[src/bgas_pkg.sv]
`timescale 1ns / 1ps
// ----------------------------------------------------------------------------
// Binary grid automaton smoother package
// Shared types, codes and reset values for the grid smoother block.
// ----------------------------------------------------------------------------
package bgas_pkg;

  // Default side length of the square cell store.
  localparam int unsigned GRID_SIDE_DEF = 32;

  // Configuration port geometry.
  localparam int unsigned CFG_IDX_W  = 3;
  localparam int unsigned CFG_DATA_W = 6;

  // Configuration reset values.
  localparam logic [5:0] WIDTH_RST  = 6'd30;
  localparam logic [5:0] HEIGHT_RST = 6'd30;
  localparam logic [3:0] PASSES_RST = 4'd3;
  localparam logic [3:0] THRESH_RST = 4'd4;
  localparam logic       BORDER_RST = 1'b1;

  // Command codes; the result kind echoes them.
  typedef enum logic [1:0] {
    OP_WRITE = 2'd0,
    OP_RUN   = 2'd1,
    OP_READ  = 2'd2,
    OP_NONE  = 2'd3
  } op_e;

  // Configuration register indexes.
  typedef enum logic [2:0] {
    CFG_WIDTH  = 3'd0,
    CFG_HEIGHT = 3'd1,
    CFG_PASSES = 3'd2,
    CFG_THRESH = 3'd3,
    CFG_BORDER = 3'd4
  } cfg_idx_e;

  // Sequencer states.
  typedef enum logic [3:0] {
    ST_IDLE,
    ST_ACCESS,
    ST_RUN_LD0,
    ST_RUN_LD1,
    ST_RUN_LD2,
    ST_RUN_SCAN,
    ST_RUN_WB,
    ST_RUN_LDN,
    ST_RESP
  } st_e;

  // Request to the shared cell unit: one 3x3 window and the rule inputs.
  typedef struct packed {
    logic       border;
    logic       fill;
    logic [7:0] nbrs;
    logic [3:0] thresh;
  } cell_req_t;

endpackage

[src/bgas_row_mem.sv]
`timescale 1ns / 1ps
// ----------------------------------------------------------------------------
// Grid row memory
// One row of cells per entry, one write and one registered read per cycle.
// Per-row valid flags make rows that were never written read as zero.
// ----------------------------------------------------------------------------
module bgas_row_mem #(
  parameter int unsigned GRID_SIDE = bgas_pkg::GRID_SIDE_DEF
) (
  input  logic                         clk_i,
  input  logic                         rst_ni,
  input  logic                         we_i,
  input  logic [$clog2(GRID_SIDE)-1:0] waddr_i,
  input  logic [GRID_SIDE-1:0]         wdata_i,
  input  logic [$clog2(GRID_SIDE)-1:0] raddr_i,
  output logic [GRID_SIDE-1:0]         rdata_o
);
  import bgas_pkg::*;

  logic [GRID_SIDE-1:0] mem_q [GRID_SIDE];
  logic [GRID_SIDE-1:0] rd_q;
  logic [GRID_SIDE-1:0] valid_q;
  logic                 rd_valid_q;

  always_ff @(posedge clk_i) begin
    if (we_i) begin
      mem_q[waddr_i] <= wdata_i;
    end
    rd_q <= mem_q[raddr_i];
  end

  always_ff @(posedge clk_i or negedge rst_ni) begin
    if (!rst_ni) begin
      valid_q    <= '0;
      rd_valid_q <= 1'b0;
    end else begin
      if (we_i) begin
        valid_q[waddr_i] <= 1'b1;
      end
      rd_valid_q <= valid_q[raddr_i];
    end
  end

  assign rdata_o = rd_valid_q ? rd_q : '0;

endmodule

[src/bgas_cell_unit.sv]
`timescale 1ns / 1ps
// ----------------------------------------------------------------------------
// Shared cell update unit
// Counts the live neighbours of one cell and applies the smoothing rule.
// ----------------------------------------------------------------------------
module bgas_cell_unit (
  input  bgas_pkg::cell_req_t req_i,
  output logic                cell_o
);
  import bgas_pkg::*;

  logic [3:0] live_cnt;

  always_comb begin
    live_cnt = '0;
    for (int i = 0; i < 8; i++) begin
      live_cnt = live_cnt + 4'(req_i.nbrs[i]);
    end
  end

  // Border cells take the fill value; interior cells need more live
  // neighbours than the threshold.
  assign cell_o = req_i.border ? req_i.fill : (live_cnt > req_i.thresh);

endmodule

[src/binary_grid_automaton_smoother_unit.sv]
`timescale 1ns / 1ps
// ----------------------------------------------------------------------------
// Binary grid automaton smoother
// Square one-bit cell grid with write, read and multi-pass smoothing commands.
// ----------------------------------------------------------------------------
// The block holds a GRID_SIDE by GRID_SIDE grid of one-bit cells, stored one
// row per memory entry. Each command arrives as one input transfer (op in
// tuser, row/col/cell value in tdata) and answers with exactly one result
// transfer (kind in tuser, cell value in tdata). A write or read command goes
// through a memory read, an access state and a response state before its
// result is offered; an undefined op goes straight to the response state. A
// run command applies pass_count smoothing passes to the active region of h
// rows by w columns (both saturated to GRID_SIDE). Its pace is set by the
// single shared cell unit, which updates one cell per cycle while a three-row
// window of the old grid slides down the region; each row ends with a
// write-back state, followed by the fetch of the next row through the one
// read port. A run with no passes or an empty region goes straight to the
// response state. The grid reads as all zeros after reset through per-row
// valid flags, so no clearing pass is needed. The input side is not ready
// while a command is at work; a finished result waits in an output register
// and does not block the next command from being accepted. Configuration
// writes are always accepted and must only be issued while no command is in
// progress.
// ----------------------------------------------------------------------------
module binary_grid_automaton_smoother_unit #(
  parameter int unsigned GRID_SIDE = bgas_pkg::GRID_SIDE_DEF
) (
  input  logic                                clk_i,
  input  logic                                rst_ni,
  // Configuration write channel.
  input  logic                                cfg_valid_i,
  output logic                                cfg_ready_o,
  input  logic [bgas_pkg::CFG_IDX_W-1:0]      cfg_index_i,
  input  logic [bgas_pkg::CFG_DATA_W-1:0]     cfg_data_i,
  // Command stream.
  input  logic                                s_axis_tvalid,
  output logic                                s_axis_tready,
  input  logic [15:0]                         s_axis_tdata,  // row[4:0], col[9:5], cell_req[10]
  input  logic [1:0]                          s_axis_tuser,  // op[1:0]
  // Result stream.
  output logic                                m_axis_tvalid,
  input  logic                                m_axis_tready,
  output logic [7:0]                          m_axis_tdata,  // value[0]
  output logic [1:0]                          m_axis_tuser   // kind[1:0]
);
  import bgas_pkg::*;

  localparam int unsigned IDX_W = $clog2(GRID_SIDE);
  localparam int unsigned CNT_W = $clog2(GRID_SIDE + 1);
  localparam int unsigned CMP_W = (CNT_W > 6) ? CNT_W : 6;
  localparam int unsigned REQ_W = (CNT_W > 5) ? CNT_W : 5;

  // --------------------------------------------------------------------------
  // Configuration registers
  // --------------------------------------------------------------------------
  logic [5:0] cfg_width_q;
  logic [5:0] cfg_height_q;
  logic [3:0] cfg_passes_q;
  logic [3:0] cfg_thresh_q;
  logic       cfg_border_q;

  assign cfg_ready_o = 1'b1;

  always_ff @(posedge clk_i or negedge rst_ni) begin
    if (!rst_ni) begin
      cfg_width_q  <= WIDTH_RST;
      cfg_height_q <= HEIGHT_RST;
      cfg_passes_q <= PASSES_RST;
      cfg_thresh_q <= THRESH_RST;
      cfg_border_q <= BORDER_RST;
    end else if (cfg_valid_i) begin
      unique case (cfg_index_i)
        CFG_WIDTH:  cfg_width_q  <= cfg_data_i[5:0];
        CFG_HEIGHT: cfg_height_q <= cfg_data_i[5:0];
        CFG_PASSES: cfg_passes_q <= cfg_data_i[3:0];
        CFG_THRESH: cfg_thresh_q <= cfg_data_i[3:0];
        CFG_BORDER: cfg_border_q <= cfg_data_i[0];
        default: ;
      endcase
    end
  end

  // The active region saturates at the store size.
  logic [CMP_W-1:0] side_ext;
  logic [CMP_W-1:0] width_ext;
  logic [CMP_W-1:0] height_ext;
  logic [CNT_W-1:0] w_eff;
  logic [CNT_W-1:0] h_eff;
  logic             run_empty;

  assign side_ext   = CMP_W'(GRID_SIDE);
  assign width_ext  = CMP_W'(cfg_width_q);
  assign height_ext = CMP_W'(cfg_height_q);
  assign w_eff      = (width_ext > side_ext) ? CNT_W'(GRID_SIDE) : CNT_W'(width_ext);
  assign h_eff      = (height_ext > side_ext) ? CNT_W'(GRID_SIDE) : CNT_W'(height_ext);
  assign run_empty  = (cfg_passes_q == '0) || (w_eff == '0) || (h_eff == '0);

  // --------------------------------------------------------------------------
  // Input unpacking
  // --------------------------------------------------------------------------
  op_e        in_op;
  logic [4:0] in_row;
  logic [4:0] in_col;
  logic       in_bit;
  logic       in_xfer;

  assign in_op   = op_e'(s_axis_tuser[1:0]);
  assign in_row  = s_axis_tdata[4:0];
  assign in_col  = s_axis_tdata[9:5];
  assign in_bit  = s_axis_tdata[10];
  assign in_xfer = s_axis_tvalid && s_axis_tready;

  // --------------------------------------------------------------------------
  // Sequencer and datapath registers
  // --------------------------------------------------------------------------
  st_e                  state_q, state_d;
  logic [3:0]           passes_q, passes_d;
  logic [CNT_W-1:0]     row_q, row_d;
  logic [IDX_W-1:0]     col_q, col_d;
  logic [GRID_SIDE-1:0] prev_q, prev_d;
  logic [GRID_SIDE-1:0] cur_q, cur_d;
  logic [GRID_SIDE-1:0] nxt_q, nxt_d;
  logic [GRID_SIDE-1:0] newrow_q, newrow_d;
  op_e                  req_op_q, req_op_d;
  logic [4:0]           req_row_q, req_row_d;
  logic [4:0]           req_col_q, req_col_d;
  logic                 req_bit_q, req_bit_d;
  logic [1:0]           res_kind_q, res_kind_d;
  logic                 res_value_q, res_value_d;

  logic                 out_valid_q;
  logic [1:0]           out_kind_q;
  logic                 out_value_q;
  logic                 out_load;

  // Memory port.
  logic                 mem_we;
  logic [IDX_W-1:0]     mem_waddr;
  logic [GRID_SIDE-1:0] mem_wdata;
  logic [IDX_W-1:0]     mem_raddr;
  logic [GRID_SIDE-1:0] mem_rdata;

  // Single-cell access decode.
  logic             req_inside;
  logic [IDX_W-1:0] req_row_idx;
  logic [IDX_W-1:0] req_col_idx;

  assign req_inside  = (REQ_W'(req_row_q) < REQ_W'(GRID_SIDE)) &&
                       (REQ_W'(req_col_q) < REQ_W'(GRID_SIDE));
  assign req_row_idx = IDX_W'(req_row_q);
  assign req_col_idx = IDX_W'(req_col_q);

  // Scan position decode.
  logic             last_col;
  logic             last_row;
  logic [CNT_W:0]   row_p2;
  logic [IDX_W-1:0] col_l;
  logic [IDX_W-1:0] col_r;

  assign last_col = (CNT_W'(col_q) + CNT_W'(1)) == w_eff;
  assign last_row = (row_q + CNT_W'(1)) == h_eff;
  assign row_p2   = {1'b0, row_q} + (CNT_W + 1)'(2);
  assign col_l    = col_q - IDX_W'(1);
  assign col_r    = col_q + IDX_W'(1);

  // Shared cell unit. Out-of-range window columns only occur at the border,
  // where the fill value wins.
  cell_req_t cell_req;
  logic      cell_new;

  assign cell_req.border = (row_q == '0) || (col_q == '0) || last_row || last_col;
  assign cell_req.fill   = cfg_border_q;
  assign cell_req.thresh = cfg_thresh_q;
  assign cell_req.nbrs   = {prev_q[col_l], prev_q[col_q], prev_q[col_r],
                            cur_q[col_l],                 cur_q[col_r],
                            nxt_q[col_l],  nxt_q[col_q],  nxt_q[col_r]};

  bgas_cell_unit u_cell (
    .req_i  (cell_req),
    .cell_o (cell_new)
  );

  bgas_row_mem #(
    .GRID_SIDE (GRID_SIDE)
  ) u_mem (
    .clk_i   (clk_i),
    .rst_ni  (rst_ni),
    .we_i    (mem_we),
    .waddr_i (mem_waddr),
    .wdata_i (mem_wdata),
    .raddr_i (mem_raddr),
    .rdata_o (mem_rdata)
  );

  // Next state.
  always_comb begin
    state_d = state_q;
    unique case (state_q)
      ST_IDLE: begin
        if (in_xfer) begin
          case (in_op)
            OP_WRITE, OP_READ: state_d = ST_ACCESS;
            OP_RUN:            state_d = run_empty ? ST_RESP : ST_RUN_LD0;
            default:           state_d = ST_RESP;
          endcase
        end
      end
      ST_ACCESS:   state_d = ST_RESP;
      ST_RUN_LD0:  state_d = ST_RUN_LD1;
      ST_RUN_LD1:  state_d = ST_RUN_LD2;
      ST_RUN_LD2:  state_d = ST_RUN_SCAN;
      ST_RUN_SCAN: begin
        if (last_col) begin
          state_d = ST_RUN_WB;
        end
      end
      ST_RUN_WB: begin
        if (!last_row) begin
          state_d = ST_RUN_LDN;
        end else if (passes_q == 4'd1) begin
          state_d = ST_RESP;
        end else begin
          state_d = ST_RUN_LD0;
        end
      end
      ST_RUN_LDN:  state_d = ST_RUN_SCAN;
      ST_RESP: begin
        if (out_load) begin
          state_d = ST_IDLE;
        end
      end
      default:     state_d = ST_IDLE;
    endcase
  end

  // Outputs and datapath updates.
  always_comb begin
    passes_d      = passes_q;
    row_d         = row_q;
    col_d         = col_q;
    prev_d        = prev_q;
    cur_d         = cur_q;
    nxt_d         = nxt_q;
    newrow_d      = newrow_q;
    req_op_d      = req_op_q;
    req_row_d     = req_row_q;
    req_col_d     = req_col_q;
    req_bit_d     = req_bit_q;
    res_kind_d    = res_kind_q;
    res_value_d   = res_value_q;
    s_axis_tready = 1'b0;
    out_load      = 1'b0;
    mem_we        = 1'b0;
    mem_waddr     = IDX_W'(row_q);
    mem_wdata     = newrow_q;
    mem_raddr     = '0;
    unique case (state_q)
      ST_IDLE: begin
        s_axis_tready = 1'b1;
        mem_raddr     = IDX_W'(in_row);
        if (in_xfer) begin
          req_op_d    = in_op;
          req_row_d   = in_row;
          req_col_d   = in_col;
          req_bit_d   = in_bit;
          res_kind_d  = s_axis_tuser[1:0];
          res_value_d = 1'b0;
          passes_d    = cfg_passes_q;
        end
      end
      ST_ACCESS: begin
        // Row data for the addressed cell is back from the memory.
        if (req_op_q == OP_READ) begin
          res_value_d = req_inside && mem_rdata[req_col_idx];
        end else if (req_inside) begin
          mem_we                 = 1'b1;
          mem_waddr              = req_row_idx;
          mem_wdata              = mem_rdata;
          mem_wdata[req_col_idx] = req_bit_q;
        end
      end
      ST_RUN_LD0: begin
        mem_raddr = '0;
      end
      ST_RUN_LD1: begin
        cur_d     = mem_rdata;
        mem_raddr = IDX_W'(1);
      end
      ST_RUN_LD2: begin
        nxt_d    = mem_rdata;
        row_d    = '0;
        col_d    = '0;
        newrow_d = cur_q;
      end
      ST_RUN_SCAN: begin
        newrow_d[col_q] = cell_new;
        col_d           = last_col ? '0 : col_q + IDX_W'(1);
      end
      ST_RUN_WB: begin
        // The window keeps the old rows, so the new row goes back at once.
        mem_we    = 1'b1;
        mem_waddr = IDX_W'(row_q);
        mem_wdata = newrow_q;
        prev_d    = cur_q;
        cur_d     = nxt_q;
        newrow_d  = nxt_q;
        mem_raddr = (row_p2 < (CNT_W + 1)'(GRID_SIDE)) ? IDX_W'(row_p2) : '0;
        row_d     = row_q + CNT_W'(1);
        if (last_row) begin
          passes_d = passes_q - 4'd1;
        end
      end
      ST_RUN_LDN: begin
        nxt_d = mem_rdata;
      end
      ST_RESP: begin
        out_load = !out_valid_q || m_axis_tready;
      end
      default: ;
    endcase
  end

  always_ff @(posedge clk_i or negedge rst_ni) begin
    if (!rst_ni) begin
      state_q     <= ST_IDLE;
      passes_q    <= '0;
      row_q       <= '0;
      col_q       <= '0;
      out_valid_q <= 1'b0;
    end else begin
      state_q  <= state_d;
      passes_q <= passes_d;
      row_q    <= row_d;
      col_q    <= col_d;
      if (out_load) begin
        out_valid_q <= 1'b1;
      end else if (m_axis_tready) begin
        out_valid_q <= 1'b0;
      end
    end
  end

  always_ff @(posedge clk_i) begin
    prev_q      <= prev_d;
    cur_q       <= cur_d;
    nxt_q       <= nxt_d;
    newrow_q    <= newrow_d;
    req_op_q    <= req_op_d;
    req_row_q   <= req_row_d;
    req_col_q   <= req_col_d;
    req_bit_q   <= req_bit_d;
    res_kind_q  <= res_kind_d;
    res_value_q <= res_value_d;
    if (out_load) begin
      out_kind_q  <= res_kind_q;
      out_value_q <= res_value_q;
    end
  end

  assign m_axis_tvalid = out_valid_q;
  assign m_axis_tuser  = out_kind_q;
  assign m_axis_tdata  = {7'b0, out_value_q};

`ifndef ASSERT_OFF
  // The scan column stays inside the active region.
  assert property (@(posedge clk_i) disable iff (!rst_ni)
    (state_q == ST_RUN_SCAN) |-> (CNT_W'(col_q) < w_eff))
    else $error("scan column beyond active width");

  // The scan row stays inside the active region.
  assert property (@(posedge clk_i) disable iff (!rst_ni)
    (state_q == ST_RUN_SCAN) |-> (row_q < h_eff))
    else $error("scan row beyond active height");

  // A run never works on a pass when the pass counter is exhausted.
  assert property (@(posedge clk_i) disable iff (!rst_ni)
    ((state_q == ST_RUN_LD0) || (state_q == ST_RUN_LD1) || (state_q == ST_RUN_LD2) ||
     (state_q == ST_RUN_SCAN) || (state_q == ST_RUN_WB) || (state_q == ST_RUN_LDN))
    |-> (passes_q != '0))
    else $error("run active with no passes left");

  // An accepted command keeps the input side closed in the next cycle.
  assert property (@(posedge clk_i) disable iff (!rst_ni)
    in_xfer |=> !s_axis_tready)
    else $error("input accepted while a command is at work");

  // A result only appears from the response state.
  assert property (@(posedge clk_i) disable iff (!rst_ni)
    $rose(m_axis_tvalid) |-> $past(state_q == ST_RESP))
    else $error("result offered outside the response state");
`endif

endmodule
[config.mk]
export PLATFORM = sky130hd
export DESIGN_NAME = binary_grid_automaton_smoother_unit
export DESIGN_NICKNAME = d
export VERILOG_FILES = /design/src/bgas_pkg.sv /design/src/bgas_row_mem.sv /design/src/bgas_cell_unit.sv /design/src/binary_grid_automaton_smoother_unit.sv
export SDC_FILE = /design/constraint.sdc
export NUM_CORES = 2
export LEC_CHECK = 0
export BUFFER_PORTS_ARGS = -buffer_cell sky130_fd_sc_hd__buf_2
export CORE_MARGIN = 2
export CORE_UTILIZATION = 63
export DETAILED_ROUTE_END_ITERATION = 8
export PLACE_DENSITY = 0.79
export SLEW_MARGIN = 5
export SYNTH_ARGS = -nofsm -noshare
export SYNTH_HDL_FRONTEND = slang
export SYNTH_SLANG_ARGS = --single-unit
[constraint.sdc]
create_clock -name clk_i -period 10.34 [get_ports clk_i]
set_input_delay 0 -clock clk_i [delete_from_list [all_inputs] [get_ports clk_i]]
set_output_delay 0 -clock clk_i [all_outputs]
set_load 0.02 [all_outputs]
==> key figures <==
Clock tree
  – CTS tree: done
  – Setup bufs post-CTS: 0
  – Clock sinks: 1,275
  – Reg clk slew, reported paths: 70 ps
  – Htree depth: 3
  – Post_cts resized: 0
  – CTS Buf Count: 119
  – Root Buffer: clkbuf_16
  – Max Root-Sink Buffers: 3
  – Clock latency on the worst-skew pair: 720 ps

Detailed routing
  – 1st-pass router iterations: 8
  – WL/cell: 28.7 um
  – Via count: 36,817
  – ANT nets after route: 0
  – Total Wirelength: 152,000 um
  – Vias/cell: 6.95
  – Drt initial violations: 5,611
  – DRC: 0

Timing
  – Final Cycle Share: 75.8%
  – Fin crit period: 7830 ps
  – RSZ-0062 raised after global routing: false
  – Worst-margin pin slew: 1350 ps
  – Worst Clk Skew: 28.4 ps
  – Setup TNS: 0 ps
  – Endpoints failing setup: 0
  – Max Fclk: 128 MHz
  – Fin. Hold Viols: 0
  – Final Max Slew Viols: 0
  – Relative slew slack: 9.15%

Worst setup path
  – Cells along the critical path: buf_4, inv_1, ha_2, buf_4, mux4_2, mux4_2, mux2_2, fa_1, inv_1, fa_1, inv_1, fa_1, inv_1, fa_1, inv_1, ha_1, nor2b_1, o21ai_0, nand2b_1, a21oi_1, a41oi_1, mux2i_4, buf_4, o311ai_0
  – R2r startpoint: col_q[1]
  – WP data arrival: 8280 ps
  – WS Path Type: register to register
  – Worst setup SP type: register
  – Crit path launch: col_q[1]
  – CP endpoint kind: register
  – Slowest CP cell: ha_2
  – Cell mode on critical path: inv_1
  – Worst Reg-to-Reg Cells: 24
  – Crit Path Max Fanout: 38
  – Worst EP required: 10,790 ps
  – CP peak stage delay: 960 ps

Yosys
  – Synth Cell Area: 54,700 sq um
  – Mapped Avg Cell Area: 13.4 sq um
  – Yosys cell types: 84
  – Ys flop type: edfxtp_1
  – Synth top cells by count: edfxtp_1, nand2_1, a31oi_1
  – Most used standard cell by instance count after synthesis: edfxtp_1
  – Count of state elements after synthesis: 1,275
  – Number of synthesized flops with an enable pin: 1,169
  – Post-synth top area share: 64.2%
  – Cells after Synth: 4,073
  – Yosys warning count: 0
  – Synth area leaders: edfxtp_1, nand2_1, mux4_2, dfrtp_1, a211oi_1
  – Post-synthesis sequential area ratio: 68.7%
  – Largest area contributor in the netlist: edfxtp_1
  – Post-synth ARST share: 5.80%

Layout
  – Reg area: 37,600 sq um
  – NumNets Final: 4,091
  – Area of the multi-input gates: 15,900 sq um
  – ANT cells: 0
  – Layout cell share with drive strength beyond 1: 15.0%
  – Post-route cell area: 60,600 sq um
  – Filler cells: 5,287
  – Layout area overhead: 10.8%

GRT
  – Initial antenna violation count: 2
  – Vias in the first global route: 35,541
  – GRT overflow: 0
  – First-pass GRT wire length: 222,000 um
  – Largest net degree at the start of global routing: 211
  – Total Routing Usage GR: 33.8%

Placement
  – Placed cell areas: 56,100 sq um
  – Input/output buffers: 31
  – Post-DP HPWL: 80,900 um
  – GPL Wtd Cong: 0.997

Floorplanning
  – Num ports: 45
  – Core box area: 86,300 sq um
  – Die area: 89,200 sq um
  – Initial core utilization: 63.4%
  – # rows: 108
  – Die Height: 299 um
  – Die X: 299 um

Power
  – Max VDD drop: 257 uV
  – Switch share: 35.7%
  – Switching power of the nets: 6.30 mW
  – Static Leak: 20.6 nW
  – Pwr/cell area: 291 nW/um^2
  – Comb power frac: 34.6%
  – Int Pwr: 11.3 mW
  – Seq pwr share: 39.0%
  – Clk pwr share: 26.4%

Min path
  – Hold Path Class: input pin to asynchronous set/reset pin

Status
  – Outcome: finished, final reports clean

Flow run
  – Max cap viols: 0
metal layers:
| layer | track usage (%) | wire length, um | up-vias |
|---|---|---|---|
| li1 | - | - | 15553 |
| met1 | 45.1 | 53600 | 18020 |
| met2 | 52.1 | 69300 | 2658 |
| met3 | 7.26 | 19400 | 584 |
| met4 | 19.5 | 9960 | 2 |
| met5 | 0 | 12 | - |
worst max-delay path: cells and delay by family, from the launching register on:
family                     cells  cell delay, ps
adders and majority gates      6            3020
and+or+nand+nor                2             210
buffers and inverters          8            1680
AOI/OAI and AO/OA              4             560
DFF                            1             320
muxes                          4            1720
state kept, by name, summed over array words and instances, names as in the netlist, 5 cells and up:
signal	count
u_mem.valid_q	32
cur_q	32
cfg_width_q	6
u_mem.mem_q	1024
nxt_q	32
newrow_q	32
u_mem.rd_q	32
req_col_idx	5
cfg_height_q	6
col_q	5
row_q	6
req_row_idx	5
prev_q	32
logic make-up (layout without fill, tap and decap cells):
family / Yosys count / in the layout / synth area share, %
and+or+nand+nor: 1417 / 1417 / 11.9
DFF: 1275 / 1275 / 68.7
AOI/OAI and AO/OA: 827 / 827 / 11.0
buffers and inverters: 382 / 446 / 3.16
muxes: 131 / 131 / 4.32
adders and majority gates: 21 / 21 / 0.535
xor gates and xnor gates: 18 / 18 / 0.371
other: 2 / 8 / 0.0137
timing repair:
action,in CTS,in global routing
setup endpoints to repair,0,0
hold endpoints to repair,116,0
hold buffers,36,0
per-stage QoR:
stage	instances	hold WS [ps]	total power, mW	utilization [%]	worst slack, ps
finish	5298	13.1	17.6	70.2	2510
global route	5298	59.1	18.3	70.2	2140
CTS	5298	5.71	17.5	70.2	2550
detailed placement	5036	180	12.9	64.9	2560
global placement	5036	182	12.7	64.9	2680
floorplan	4079	-296	11.1	-	2610
placed cells by master (no fill, tap or decap), types with 36 or more instances in the layout:
| cell type | Yosys | layout |
|---|---|---|
| nor2_1 | 67 | 40 |
| a311oi_1 | 63 | 63 |
| and3_1 | 217 | 217 |
| inv_1 | 58 | 57 |
| a211oi_1 | 202 | 202 |
| dfrtp_1 | 62 | 61 |
| or2_2 | 38 | 39 |
| clkbuf_16 | 0 | 120 |
| a31oi_1 | 233 | 227 |
| nand3_1 | 185 | 184 |
| buf_4 | 24 | 93 |
| o21ai_0 | 84 | 58 |
| nand2_1 | 815 | 812 |
| edfxtp_1 | 1169 | 1169 |
| mux4_2 | 77 | 77 |
| dlygate4sd3_1 | 0 | 36 |
| o22ai_1 | 74 | 74 |
| a21oi_1 | 40 | 38 |
area by class of cell:
class | count | area share (%)
sequential | 1275 | 62.0
timing repair buffer | 162 | 2.09
clock inverter | 67 | 1.51
clock buffer | 159 | 5.44
inverter | 58 | 0.361
multi-input combinational | 2422 | 26.2
tap | 1155 | 2.38
power groups by stage:
| stage | clock network [mW] | logic [mW] | registers, mW |
|---|---|---|---|
| 6_report | 4.66 | 6.10 | 6.88 |
| 5_1_grt | 4.87 | 6.54 | 6.91 |
| 4_1_cts | 4.67 | 5.99 | 6.86 |
| 3_5_place_dp | 0 | 5.93 | 6.96 |
| 3_3_place_gp | 0 | 5.75 | 6.95 |
| 2_1_floorplan | 0 | 4.25 | 6.86 |
worst paths after layout:
kind | end | slack [ps]
hold reg to reg | out_value_q | 430
setup reg to reg | newrow_q[16] | 2510
hold / removal | cfg_passes_q[2] | 10
max in group asynchronous | col_q[0] | 9600
min in group clk_i | req_bit_q | 50
setup / recovery | newrow_q[16] | 2510
Power figures use the tool's default switching activity.
